### src/sv/bal_pkg.sv
// Shared constants for the bounded array list engine: operation and status codes and field widths.
package bal_pkg;

	localparam int DATA_W = 32;
	localparam int OP_W   = 4;
	localparam int ST_W   = 3;

	localparam logic [OP_W-1:0] OP_INS_POS  = 4'd0;
	localparam logic [OP_W-1:0] OP_INS_HEAD = 4'd1;
	localparam logic [OP_W-1:0] OP_INS_TAIL = 4'd2;
	localparam logic [OP_W-1:0] OP_DEL_POS  = 4'd3;
	localparam logic [OP_W-1:0] OP_DEL_HEAD = 4'd4;
	localparam logic [OP_W-1:0] OP_DEL_TAIL = 4'd5;
	localparam logic [OP_W-1:0] OP_FIND     = 4'd6;
	localparam logic [OP_W-1:0] OP_REVERSE  = 4'd7;
	localparam logic [OP_W-1:0] OP_SORT_INS = 4'd8;
	localparam logic [OP_W-1:0] OP_READ     = 4'd9;

	localparam logic [ST_W-1:0] ST_OK       = 3'd0;
	localparam logic [ST_W-1:0] ST_FULL     = 3'd1;
	localparam logic [ST_W-1:0] ST_BADPOS   = 3'd2;
	localparam logic [ST_W-1:0] ST_EMPTY    = 3'd3;
	localparam logic [ST_W-1:0] ST_NOTFOUND = 3'd4;

endpackage

### src/sv/bal_if.sv
// Valid/ready channel interfaces for the command and response words of the list engine.
interface bal_in_if #(parameter int IDX_W = 6) ();
	logic                                 valid;
	logic                                 ready;
	logic [bal_pkg::OP_W-1:0]             operation;
	logic [IDX_W-1:0]                     position;
	logic signed [bal_pkg::DATA_W-1:0]    value;

	modport source (output valid, output operation, output position, output value, input ready);
	modport sink (input valid, input operation, input position, input value, output ready);
endinterface

interface bal_out_if #(parameter int IDX_W = 6, parameter int CNT_W = 7) ();
	logic                                 valid;
	logic                                 ready;
	logic [bal_pkg::ST_W-1:0]             status;
	logic [IDX_W-1:0]                     found_index;
	logic signed [bal_pkg::DATA_W-1:0]    read_value;
	logic [CNT_W-1:0]                     count;

	modport source (output valid, output status, output found_index, output read_value,
		output count, input ready);
	modport sink (input valid, input status, input found_index, input read_value,
		input count, output ready);
endinterface

### src/sv/bal_ram.sv
// Generic simple dual-port RAM with one write port and one registered read port.
module bal_ram #(
	parameter int WIDTH = 32,
	parameter int DEPTH = 64
) (
	input  logic                     clk,
	input  logic                     wr_en,
	input  logic [$clog2(DEPTH)-1:0] wr_addr,
	input  logic [WIDTH-1:0]         wr_data,
	input  logic                     rd_en,
	input  logic [$clog2(DEPTH)-1:0] rd_addr,
	output logic [WIDTH-1:0]         rd_data
);

	logic [WIDTH-1:0] mem [DEPTH];

	always_ff @(posedge clk) begin
		if (wr_en) begin
			mem[wr_addr] <= wr_data;
		end
		if (rd_en) begin
			rd_data <= mem[rd_addr];
		end
	end

endmodule

### src/sv/bounded_array_list_engine.sv
// Top level of the bounded array list engine: sequencer around one shared entry RAM.
//
//  channel | dir | handshake     | word
//  cmd     | in  | valid / ready | operation, position, value
//  rsp     | out | valid / ready | status, found_index, read_value, count
//
// One command word is taken at a time; cmd.ready is high only while the sequencer is idle.
// Every memory move goes through the one RAM: inserts and deletes shift the entries behind the
// position one at a time, find and sorted insert scan from the head, and reverse swaps pairs
// from both ends; then the response register is loaded.
// The response register lets a new command be taken while the previous response still waits.
// Reset clears the count and control state; entry contents are never cleared.
module bounded_array_list_engine #(
	parameter int CAPACITY = 64
) (
	input  logic      clk,
	input  logic      arst_n,
	bal_in_if.sink    cmd,
	bal_out_if.source rsp
);

	localparam int IDX_W = $clog2(CAPACITY);
	localparam int CNT_W = $clog2(CAPACITY + 1);
	localparam int DW    = bal_pkg::DATA_W;

	typedef enum logic [3:0] {
		S_IDLE, S_INS, S_INS_END, S_PUT, S_DEL, S_DEL_END, S_FIND, S_FIND_END,
		S_SCAN, S_RV_RI, S_RV_RJ, S_RV_WI, S_RV_WJ, S_RD, S_RD_END, S_RESP
	} state_t;

	state_t                   state_q;
	logic [CNT_W-1:0]         cnt_q;
	logic [CNT_W-1:0]         idx_q;
	logic [CNT_W-1:0]         jdx_q;
	logic [IDX_W-1:0]         wa_q;
	logic [IDX_W-1:0]         pos_q;
	logic                     pend_q;
	logic                     hit_q;
	logic [DW-1:0]            val_q;
	logic [DW-1:0]            tmp_q;
	logic [bal_pkg::ST_W-1:0] res_st_q;
	logic [IDX_W-1:0]         res_fi_q;
	logic [DW-1:0]            res_rd_q;
	logic                     o_valid_q;
	logic [bal_pkg::ST_W-1:0] o_st_q;
	logic [IDX_W-1:0]         o_fi_q;
	logic [DW-1:0]            o_rd_q;
	logic [CNT_W-1:0]         o_cnt_q;

	logic                     ram_we;
	logic [IDX_W-1:0]         ram_wa;
	logic [DW-1:0]            ram_wd;
	logic                     ram_re;
	logic [IDX_W-1:0]         ram_ra;
	logic [DW-1:0]            ram_rd;

	logic                     full;
	logic                     empty;
	logic [CNT_W-1:0]         pos_x;
	logic [IDX_W-1:0]         cnt_lo;
	logic [IDX_W-1:0]         ins_p;
	logic [CNT_W-1:0]         del_p;
	logic                     match;
	logic                     ge;

	state_t                   dec_state;
	logic [bal_pkg::ST_W-1:0] dec_st;
	logic [IDX_W-1:0]         dec_pos;
	logic [CNT_W-1:0]         dec_idx;
	logic [CNT_W-1:0]         dec_jdx;
	logic [CNT_W-1:0]         dec_cnt;

	assign full   = (cnt_q == CNT_W'(CAPACITY));
	assign empty  = (cnt_q == '0);
	assign pos_x  = CNT_W'(cmd.position);
	assign cnt_lo = cnt_q[IDX_W-1:0];
	assign match  = pend_q && (ram_rd == val_q);
	assign ge     = pend_q && ($signed(ram_rd) >= $signed(val_q));
	assign del_p  = (cmd.operation == bal_pkg::OP_DEL_HEAD) ? '0 : pos_x;

	always_comb begin
		unique case (cmd.operation)
			bal_pkg::OP_INS_HEAD: ins_p = '0;
			bal_pkg::OP_INS_TAIL: ins_p = cnt_lo;
			default:              ins_p = cmd.position;
		endcase
	end

	always_comb begin
		dec_state = S_RESP;
		dec_st    = bal_pkg::ST_OK;
		dec_pos   = cmd.position;
		dec_idx   = idx_q;
		dec_jdx   = jdx_q;
		dec_cnt   = cnt_q;
		unique case (cmd.operation)
			bal_pkg::OP_INS_POS, bal_pkg::OP_INS_HEAD,
			bal_pkg::OP_INS_TAIL: begin
				if (full) begin
					dec_st = bal_pkg::ST_FULL;
				end else if (pos_x > cnt_q &&
					cmd.operation == bal_pkg::OP_INS_POS) begin
					dec_st = bal_pkg::ST_BADPOS;
				end else begin
					dec_pos = ins_p;
					if (CNT_W'(ins_p) == cnt_q) begin
						dec_state = S_PUT;
					end else begin
						dec_idx   = cnt_q - CNT_W'(1);
						dec_state = S_INS;
					end
				end
			end
			bal_pkg::OP_DEL_POS, bal_pkg::OP_DEL_HEAD: begin
				if (empty) begin
					dec_st = bal_pkg::ST_EMPTY;
				end else if (del_p >= cnt_q) begin
					dec_st = bal_pkg::ST_BADPOS;
				end else if (del_p + CNT_W'(1) == cnt_q) begin
					dec_cnt = cnt_q - CNT_W'(1);
				end else begin
					dec_idx   = del_p + CNT_W'(1);
					dec_state = S_DEL;
				end
			end
			bal_pkg::OP_DEL_TAIL: begin
				if (empty) begin
					dec_st = bal_pkg::ST_EMPTY;
				end else begin
					dec_cnt = cnt_q - CNT_W'(1);
				end
			end
			bal_pkg::OP_FIND: begin
				if (empty) begin
					dec_st = bal_pkg::ST_EMPTY;
				end else begin
					dec_idx   = '0;
					dec_state = S_FIND;
				end
			end
			bal_pkg::OP_REVERSE: begin
				if (cnt_q > CNT_W'(1)) begin
					dec_idx   = '0;
					dec_jdx   = cnt_q - CNT_W'(1);
					dec_state = S_RV_RI;
				end
			end
			bal_pkg::OP_SORT_INS: begin
				if (full) begin
					dec_st = bal_pkg::ST_FULL;
				end else begin
					dec_idx   = '0;
					dec_state = S_SCAN;
				end
			end
			bal_pkg::OP_READ: begin
				if (pos_x >= cnt_q) begin
					dec_st = bal_pkg::ST_BADPOS;
				end else begin
					dec_state = S_RD;
				end
			end
			default: dec_state = S_RESP;
		endcase
	end

	assign cmd.ready       = (state_q == S_IDLE);
	assign rsp.valid       = o_valid_q;
	assign rsp.status      = o_st_q;
	assign rsp.found_index = o_fi_q;
	assign rsp.read_value  = o_rd_q;
	assign rsp.count       = o_cnt_q;

	always_comb begin
		ram_re = 1'b0;
		ram_ra = idx_q[IDX_W-1:0];
		unique case (state_q)
			S_INS, S_DEL, S_FIND, S_RV_RI: ram_re = 1'b1;
			S_SCAN:                        ram_re = (idx_q < cnt_q);
			S_RV_RJ: begin
				ram_re = 1'b1;
				ram_ra = jdx_q[IDX_W-1:0];
			end
			S_RD: begin
				ram_re = 1'b1;
				ram_ra = pos_q;
			end
			default: ram_re = 1'b0;
		endcase
	end

	always_comb begin
		ram_we = 1'b0;
		ram_wa = wa_q;
		ram_wd = ram_rd;
		unique case (state_q)
			S_INS, S_DEL:         ram_we = pend_q;
			S_INS_END, S_DEL_END: ram_we = 1'b1;
			S_PUT: begin
				ram_we = 1'b1;
				ram_wa = pos_q;
				ram_wd = val_q;
			end
			S_RV_WI: begin
				ram_we = 1'b1;
				ram_wa = idx_q[IDX_W-1:0];
			end
			S_RV_WJ: begin
				ram_we = 1'b1;
				ram_wa = jdx_q[IDX_W-1:0];
				ram_wd = tmp_q;
			end
			default: ram_we = 1'b0;
		endcase
	end

	bal_ram #(
		.WIDTH (DW),
		.DEPTH (CAPACITY)
	) u_ram (
		.clk     (clk),
		.wr_en   (ram_we),
		.wr_addr (ram_wa),
		.wr_data (ram_wd),
		.rd_en   (ram_re),
		.rd_addr (ram_ra),
		.rd_data (ram_rd)
	);

	always_ff @(posedge clk or negedge arst_n) begin
		if (!arst_n) begin
			state_q   <= S_IDLE;
			cnt_q     <= '0;
			idx_q     <= '0;
			jdx_q     <= '0;
			wa_q      <= '0;
			pos_q     <= '0;
			pend_q    <= 1'b0;
			hit_q     <= 1'b0;
			o_valid_q <= 1'b0;
		end else begin
			if (rsp.ready && state_q != S_RESP) begin
				o_valid_q <= 1'b0;
			end
			unique case (state_q)
				S_IDLE: begin
					if (cmd.valid) begin
						val_q    <= cmd.value;
						pos_q    <= dec_pos;
						res_st_q <= dec_st;
						res_fi_q <= '0;
						res_rd_q <= '0;
						pend_q   <= 1'b0;
						hit_q    <= 1'b0;
						idx_q    <= dec_idx;
						jdx_q    <= dec_jdx;
						cnt_q    <= dec_cnt;
						state_q  <= dec_state;
					end
				end
				S_INS: begin
					pend_q <= 1'b1;
					wa_q   <= IDX_W'(idx_q + CNT_W'(1));
					if (idx_q == CNT_W'(pos_q)) begin
						state_q <= S_INS_END;
					end else begin
						idx_q <= idx_q - CNT_W'(1);
					end
				end
				S_INS_END: begin
					pend_q  <= 1'b0;
					state_q <= S_PUT;
				end
				S_PUT: begin
					cnt_q   <= cnt_q + CNT_W'(1);
					state_q <= S_RESP;
				end
				S_DEL: begin
					pend_q <= 1'b1;
					wa_q   <= IDX_W'(idx_q - CNT_W'(1));
					if (idx_q == cnt_q - CNT_W'(1)) begin
						state_q <= S_DEL_END;
					end else begin
						idx_q <= idx_q + CNT_W'(1);
					end
				end
				S_DEL_END: begin
					pend_q  <= 1'b0;
					cnt_q   <= cnt_q - CNT_W'(1);
					state_q <= S_RESP;
				end
				S_FIND: begin
					if (match) begin
						hit_q    <= 1'b1;
						res_fi_q <= wa_q;
					end
					pend_q <= 1'b1;
					wa_q   <= idx_q[IDX_W-1:0];
					if (idx_q == cnt_q - CNT_W'(1)) begin
						state_q <= S_FIND_END;
					end else begin
						idx_q <= idx_q + CNT_W'(1);
					end
				end
				S_FIND_END: begin
					pend_q <= 1'b0;
					if (match) begin
						res_fi_q <= wa_q;
					end else if (!hit_q) begin
						res_st_q <= bal_pkg::ST_NOTFOUND;
					end
					state_q <= S_RESP;
				end
				S_SCAN: begin
					if (ge) begin
						pos_q   <= wa_q;
						pend_q  <= 1'b0;
						idx_q   <= cnt_q - CNT_W'(1);
						state_q <= S_INS;
					end else if (idx_q == cnt_q) begin
						pos_q   <= cnt_lo;
						pend_q  <= 1'b0;
						state_q <= S_PUT;
					end else begin
						pend_q <= 1'b1;
						wa_q   <= idx_q[IDX_W-1:0];
						idx_q  <= idx_q + CNT_W'(1);
					end
				end
				S_RV_RI: state_q <= S_RV_RJ;
				S_RV_RJ: begin
					tmp_q   <= ram_rd;
					state_q <= S_RV_WI;
				end
				S_RV_WI: state_q <= S_RV_WJ;
				S_RV_WJ: begin
					idx_q <= idx_q + CNT_W'(1);
					jdx_q <= jdx_q - CNT_W'(1);
					if (idx_q + CNT_W'(2) < jdx_q) begin
						state_q <= S_RV_RI;
					end else begin
						state_q <= S_RESP;
					end
				end
				S_RD: state_q <= S_RD_END;
				S_RD_END: begin
					res_rd_q <= ram_rd;
					state_q  <= S_RESP;
				end
				S_RESP: begin
					if (!o_valid_q || rsp.ready) begin
						o_valid_q <= 1'b1;
						o_st_q    <= res_st_q;
						o_fi_q    <= res_fi_q;
						o_rd_q    <= res_rd_q;
						o_cnt_q   <= cnt_q;
						state_q   <= S_IDLE;
					end
				end
				default: state_q <= S_IDLE;
			endcase
		end
	end

endmodule

### src/flat_wrapper.sv
// flat-port wrapper written by rule: the top's interface ports become plain ports
module bounded_array_list_engine_flat 
#(
	parameter int CAPACITY = 64
)
  (clk, arst_n, cmd_valid, cmd_operation, cmd_position, cmd_value, cmd_ready, rsp_valid, rsp_status, rsp_found_index, rsp_read_value, rsp_count, rsp_ready);
  bal_in_if #(.IDX_W(($clog2(CAPACITY)))) cmd_i ();
  bal_out_if #(.IDX_W(($clog2(CAPACITY))), .CNT_W(($clog2(CAPACITY + 1)))) rsp_i ();
  input  logic clk;
  input  logic arst_n;
  input wire logic [$bits(cmd_i.valid)-1:0] cmd_valid;
  input wire logic [$bits(cmd_i.operation)-1:0] cmd_operation;
  input wire logic [$bits(cmd_i.position)-1:0] cmd_position;
  input wire logic [$bits(cmd_i.value)-1:0] cmd_value;
  output wire logic [$bits(cmd_i.ready)-1:0] cmd_ready;
  output wire logic [$bits(rsp_i.valid)-1:0] rsp_valid;
  output wire logic [$bits(rsp_i.status)-1:0] rsp_status;
  output wire logic [$bits(rsp_i.found_index)-1:0] rsp_found_index;
  output wire logic [$bits(rsp_i.read_value)-1:0] rsp_read_value;
  output wire logic [$bits(rsp_i.count)-1:0] rsp_count;
  input wire logic [$bits(rsp_i.ready)-1:0] rsp_ready;
  assign cmd_i.valid = cmd_valid;
  assign cmd_i.operation = cmd_operation;
  assign cmd_i.position = cmd_position;
  assign cmd_i.value = cmd_value;
  assign cmd_ready = cmd_i.ready;
  assign rsp_valid = rsp_i.valid;
  assign rsp_status = rsp_i.status;
  assign rsp_found_index = rsp_i.found_index;
  assign rsp_read_value = rsp_i.read_value;
  assign rsp_count = rsp_i.count;
  assign rsp_i.ready = rsp_ready;
  bounded_array_list_engine #(.CAPACITY(CAPACITY)) u_core (.clk(clk), .arst_n(arst_n), .cmd(cmd_i), .rsp(rsp_i));
endmodule
### config.mk
export PLATFORM = sky130hd
export DESIGN_NAME = bounded_array_list_engine_flat
export DESIGN_NICKNAME = d
export VERILOG_FILES = /design/src/sv/bal_pkg.sv /design/src/sv/bal_if.sv /design/src/sv/bal_ram.sv /design/src/sv/bounded_array_list_engine.sv /design/src/flat_wrapper.sv
export SDC_FILE = /design/constraint.sdc
export NUM_CORES = 2
export LEC_CHECK = 0
export BUFFER_PORTS_ARGS = -buffer_cell sky130_fd_sc_hd__buf_2
export CORE_MARGIN = 2
export CORE_UTILIZATION = 50
export CTS_CLUSTER_SIZE = 12
export DETAILED_ROUTE_END_ITERATION = 7
export PLACE_DENSITY = 0.73
export SYNTH_ARGS = -nofsm -noshare
export SYNTH_HDL_FRONTEND = slang
export SYNTH_SLANG_ARGS = --single-unit
### constraint.sdc
create_clock -name clk -period 6.7 [get_ports clk]
set_clock_uncertainty 0.15 [all_clocks]
set_input_delay 0.335 -clock clk [delete_from_list [all_inputs] [get_ports clk]]
set_output_delay 0.335 -clock clk [all_outputs]
set_load 0.01 [all_outputs]
==> Word-level counts from Yosys, hierarchy flattened <==
Memories as Yosys holds them, arrays and structs flattened. A register that Yosys moved wholly into a read port is not among the register bits.
Cells that the tools add are included.
{ "word_totals": {"memories": 1, "latch_bits": 0, "mem_bits_ro": 0, "output_inout_bits": 50, "register_bits": 193, "mem_bits_rw": 2048} }
{ "memory_table": {"columns": ["name", "words", "word_bits", "rd", "rd_ports_with_merged_regs", "wr", "line", "source"], "rows": [
  ["u_core.u_ram.mem", 64, 32, 1, 1, 1, "bal_ram.sv:15", "logic [WIDTH-1:0] mem [DEPTH];"]
]} }
{ "op_classes": {"n_lt_le_gt_ge": 7, "eq_ne": 62, "muxes": 92, "div": 0, "n_mul": 0, "bitwise": 0, "reduce_logical": 44, "addsub": 7, "shifts": 0} }
{ "op_table": {"columns": ["operator", "count"], "rows": [
  ["$mux 7", 22],
  ["$pmux 32 s2", 2],
  ["$pmux 7 s5", 2],
  ["$mux 6", 11],
  ["$mux 4", 13],
  ["$pmux 4 s13", 1],
  ["$pmux 6 s2", 4],
  ["$eq 4x4->1 const B", 10],
  ["$eq 32x32->1", 1],
  ["$eq 4x3->1 const B", 8],
  ["$ge 32x32->1", 1],
  ["$mux 32", 1],
  ["$pmux 7 s2", 2],
  ["$ne 3x3->1 const B", 9],
  ["$mux 3", 8],
  ["$pmux 4 s6", 1],
  ["$pmux 6 s4", 1],
  ["$add 7x1->7 const B", 3],
  ["$eq 7x7->1", 3],
  ["$pmux 7 s3", 1],
  ["$sub 7x1->7 const B", 3],
  ["$pmux 6 s3", 1],
  ["$reduce_and 3->1", 6],
  ["$eq 4x2->1 const B", 4],
  ["other kinds (42)", 94]
]} }

==> Longest topological paths before layout <==
{ "depth": {"depth_word": 10, "mapped_depth": 14, "depth_no_buf": 12} }

==> Hierarchy <==
Synthesis repeated with hierarchy kept, for this count alone.
{ "hier_totals": {"hier_cells": 4598, "hier_area_um2": 90568.1} }
{ "modules_own_cells": {"columns": ["mod", "n_inst", "cells_per_inst", "area_per_inst_um2"], "rows": [
  ["bal_ram", 1, 3511, 79359.9],
  ["bounded_array_list_engine", 1, 1087, 11208.2]
]} }

==> Worst setup path after synthesis <==
Ideal clock, no wire load.
{ "synth_path": {"path_kind": "reg-to-reg", "startpoint": "reg u_core.state_q[2]", "endpoint": "reg u_core.res_rd_q[0] (enable)", "stages_incl_launch_ff": 9, "setup_ps": 471, "t_arrival_ps": 3951, "n_path_buf": 4, "synth_period_minus_slack_ps": 4572, "setup_slack_ps": 2128, "cell_sequence": "dfrtp_1 buf_4 buf_2 clkbuf_1 buf_1 nand2_1 nor2_1 inv_1 a21boi_0"} }
{ "synth_via": {"elab_chain_len": 3, "word_cells_on_any_way": 5, "classes_between": "2 x eq/ne; 3 x reduce/logical"} }
{ "synth_rtl": {"columns": ["element", "line", "source"], "rows": [
  ["from (decl)", "bounded_array_list_engine.sv:31", "state_t state_q;"],
  ["from (signal assigned)", "bounded_array_list_engine.sv:258", "state_q <= dec_state;"],
  ["$eq 4x4->1 or $logic_not 4->1 (tied branches)", "bounded_array_list_engine.sv:245", "unique case (state_q)"],
  ["$reduce_bool 2->1 (no line) or $ne 2x2->1 (tied branches)", null, null],
  ["$reduce_and 3->1 (no line) *", null, null],
  ["to (signal assigned)", "bounded_array_list_engine.sv:347", "res_rd_q <= ram_rd;"],
  ["to (decl)", "bounded_array_list_engine.sv:43", "logic [DW-1:0] res_rd_q;"]
]} }
Every way passes the cells marked *; elsewhere a longest branch is shown, timed or not.
A chain may end at the register's enable or synchronous reset.

==> Final worst setup path <==
{ "layout_path": {"startpoint": "reg u_core.state_q[0]", "endpoint": "reg u_core.u_ram.rd_data[19] (read register of u_core.u_ram.mem) (data pin)"} }
{ "layout_via": {"elab_chain_len": 3, "word_cells_on_any_way": 10, "classes_between": "7 x eq/ne; 2 x mux; 1 x reduce/logical"} }
{ "layout_rtl": {"columns": ["element", "line", "source"], "rows": [
  ["$eq 4x4->1 (tied with other cells)", "bounded_array_list_engine.sv:177", "unique case (state_q)"],
  ["$reduce_or 6->1 (no line)", null, null],
  ["$pmux 1 s2", "bounded_array_list_engine.sv:177", null],
  ["to (decl)", "bal_ram.sv:12", "output logic [WIDTH-1:0] rd_data"]
]} }
Several ways; a longest one is shown, not always the timed one.

==> results.sh <==
export IMPL_critPathRequiredTime_ps=7280
export IMPL_post_drt_wl_per_cell_microns=28.31
export IMPL_clockRootBuffer="clkbuf_16"
export IMPL_worstMarginPinSlew_ps=1390
export IMPL_yosys_top_cells_area="edfxtp_1 (72%), nand2_1 (6.1%), nand3_1 (2.4%)"
export IMPL_postCtsSetupBuffers=0
export IMPL_num_rows=158
export IMPL_maxCapViolations=0
export IMPL_grt_util_met1=0.3803
export IMPL_synth_edff_count=2233
export IMPL_drtAntennaViolNets=0
export IMPL_ff2ff_path_depth=12
export IMPL_synth_most_common_cell="edfxtp_1"
export IMPL_drc=0
export IMPL_yosys_top_cells_count="edfxtp_1 (2233), nand2_1 (1513), nand3_1 (441)"
export IMPL_yosysTopAreaCellShare=0.7176
export IMPL_finalHoldViolations=0
export IMPL_gr_total_overflow=0
export IMPL_startpoint_type="flop"
export IMPL_fin_crit_sh=0.8323
export IMPL_p_leak_nw=35.19
export IMPL_area_growth_pct=12.03
export IMPL_io_pins=96
export IMPL_fmax_mhz=179.3
export IMPL_syn_avg_cell_area_sq_um=13.63
export IMPL_synthArstFlopShare=0.01760
export IMPL_synth_ff_type="edfxtp_1"
export IMPL_yosysWarnings=0
export IMPL_met2_usage=0.4357
export IMPL_synth_seq_cells=2273
export IMPL_die_w_microns=436.3
export IMPL_cts_tree="built"
export IMPL_globalRouteMet3Util=0.06981
export IMPL_grt_pass1_vias=59640
export IMPL_worstSetupPathType="reg2reg"
export IMPL_grt_max_degree=140
export IMPL_path_buf_inv=4
export IMPL_core_area_sq_um=185600
export IMPL_syn_nets=6971
export IMPL_p_per_area_nw_per_um2=545.8
export IMPL_wirelength_mm=270.8
export IMPL_syn_cell_area_sq_um=93440
export IMPL_cts_hold_buf=66
export IMPL_crit_path_end_kind="flop"
export IMPL_final_area_sq_um=104700
export IMPL_period_needed_ps=5576
export IMPL_antenna_found_initial=11
export IMPL_drt_iter0_drc=9636
export IMPL_drtPass1Iterations=6
export IMPL_grt_pass1_wl_mm=396.3
export IMPL_die_area_sq_um=190400
export IMPL_path_cells="buf_4, buf_4, nand4b_1, nand3_4, and2_4, buf_12, buf_12, nand2_1, a311oi_1, a31oi_1, a2111oi_0, a22o_1"
export IMPL_final_setup_tns_ps=0
export IMPL_grt_busiest_layer="met2"
export IMPL_min_path_type="in2reg"
export IMPL_drive_above_1_share=0.1067
export IMPL_crit_fanout=64
export IMPL_ys_seq_area_frac=0.7283
export IMPL_htreeDepth=4
export IMPL_cpMaxStageDelayCell="a2111oi_0"
export IMPL_cp_top_family="compound AO/OA/AOI/OAI gates"
export IMPL_rr_endpoint="u_core.u_ram.rd_data[19]"
export IMPL_yosys_cell_types_count=93
export IMPL_port_buffers=95
export IMPL_hpwl_mm=154.4
export IMPL_vias=62550
export IMPL_status="finished, final reports clean"
export IMPL_clk_latency_ps=880
export IMPL_postSynthCellCount=6858
export IMPL_setup_viol=0
export IMPL_vias_per_cell=6.538
export IMPL_relSlewSlack=0.04926
export IMPL_final_max_slew_viol_count=0
export IMPL_grt_usage=0.2788
export IMPL_clock_path_buffers=3
export IMPL_initial_core_util=0.5034
export IMPL_gp_congestion=0.9522
export IMPL_ir_worst_vdd_v=0.0007108
export IMPL_clk_pin_slew_worst_paths_ps=60
export IMPL_yosys_area_top_type="edfxtp_1"
export IMPL_grt_setup_unrepaired="false"
export IMPL_cts_buffers=220
export IMPL_r2r_slack_ps=1120
export IMPL_crit_end="u_core.u_ram.rd_data[19]"
export IMPL_crit_path_max_incr_delay_ps=1190
export IMPL_cts_resized=0
export IMPL_arrival_ps=6160
export IMPL_die_y_microns=436.3
export IMPL_r2r_start="u_core.state_q[0]"
export IMPL_nNetsFinal=7081
export IMPL_cp_depth=12
export IMPL_placed_area_sq_um=97700
export IMPL_cp_startpoint="u_core.state_q[0]"
export IMPL_fillerInstances=14180
export IMPL_clock_sinks=2273
layout make-up:
cell class | count | area (sq um) | share of cell area
clock inverter | 50 | 446.7 | 0.004267
timing repair buffer | 391 | 3323 | 0.03174
multi-input combinational | 4011 | 23640 | 0.2258
clock buffer | 288 | 5846 | 0.05584
antenna | 3 | 7.507 | 0.00007171
tap | 2480 | 3103 | 0.02964
inverter | 71 | 266.5 | 0.002546
sequential | 2273 | 68060 | 0.6501
logic make-up (layout without fill, tap and decap cells):
family / Yosys count / count (layout) / share of synthesized area
AND/OR/NAND/NOR: 2600 / 2600 / 0.1245
buffers and inverters: 574 / 800 / 0.02622
multiplexers: 104 / 104 / 0.01363
AO/OA/AOI/OAI: 1192 / 1192 / 0.09305
flip-flops: 2273 / 2273 / 0.7283
other: 0 / 3 / 0
XOR/XNOR: 47 / 47 / 0.005196
adder cells (fa/ha/maj): 68 / 68 / 0.009079
where the power goes:
group	switching [mW]	total, mW	internal, mW
combinational	18.4	24.9	6.49
clock	5.10	11.3	6.20
sequential	0.880	21.0	20.1
total	24.4	57.1	32.8
per-stage QoR:
stage / cells / hold slack, ps / utilization / setup WS (ps) / power (mW)
floorplan: 6858 / -110.6 / - / 2128 / 35.28
global placement: 9158 / 251.2 / 0.5262 / 583.7 / 44.65
detailed placement: 9159 / 254.5 / 0.5263 / 1304 / 45.16
CTS: 9563 / 0.6058 / 0.5638 / 1257 / 56.37
global route: 9564 / 37.99 / 0.5639 / 1010 / 59.13
finish: 9567 / 49.84 / 0.5639 / 1124 / 57.14
registers in the layout, indices dropped and copies added (netlist names), 7 cells and up:
name,count
u_core.u_ram.rd_data,32
u_core.val_q,32
u_core.cnt_q,7
u_core.jdx_q,7
u_core.u_ram.mem,2048
u_core.rsp.count,7
u_core.rsp.read_value,32
u_core.idx_q,7
u_core.tmp_q,32
u_core.res_rd_q,32
metal layers:
| layer | wire, microns | vias up |
|---|---|---|
| met4 | 10010 | 8 |
| met2 | 125600 | 4389 |
| li1 | - | 26430 |
| met3 | 34820 | 644 |
| met5 | 60 | - |
| met1 | 100300 | 31080 |
worst min path at each step:
stage                        from  depth (start not counted)                       end
6_report            cmd_value[13]                          2          u_core.val_q[13]
5_1_grt             cmd_value[31]                          2          u_core.val_q[31]
4_1_cts             cmd_value[10]                          2          u_core.val_q[10]
3_5_place_dp   u_core.res_rd_q[0]                          0  u_core.rsp.read_value[0]
3_3_place_gp   u_core.res_rd_q[9]                          0  u_core.rsp.read_value[9]
2_1_floorplan              arst_n                          0           u_core.cnt_q[0]
cells in the final DEF, fill, tap and decap left out, types with 40 or more instances in the layout:
cell type,instances
a211oi_1,227
a31oi_1,179
a2111oi_0,54
ha_1,67
and3_1,251
buf_2,96
mux2i_1,74
nor2_1,70
edfxtp_1,2233
nor2_4,68
dlygate4sd3_1,66
inv_1,69
nand4_1,69
a21oi_1,145
nand2_1,1477
a311oi_1,213
nand3_1,440
dfrtp_1,40
o22ai_1,46
clkbuf_1,64
o21ai_0,70
nor3_1,49
clkbuf_16,224
buf_4,192
a22oi_1,75
Power figures use the tool's default switching activity.
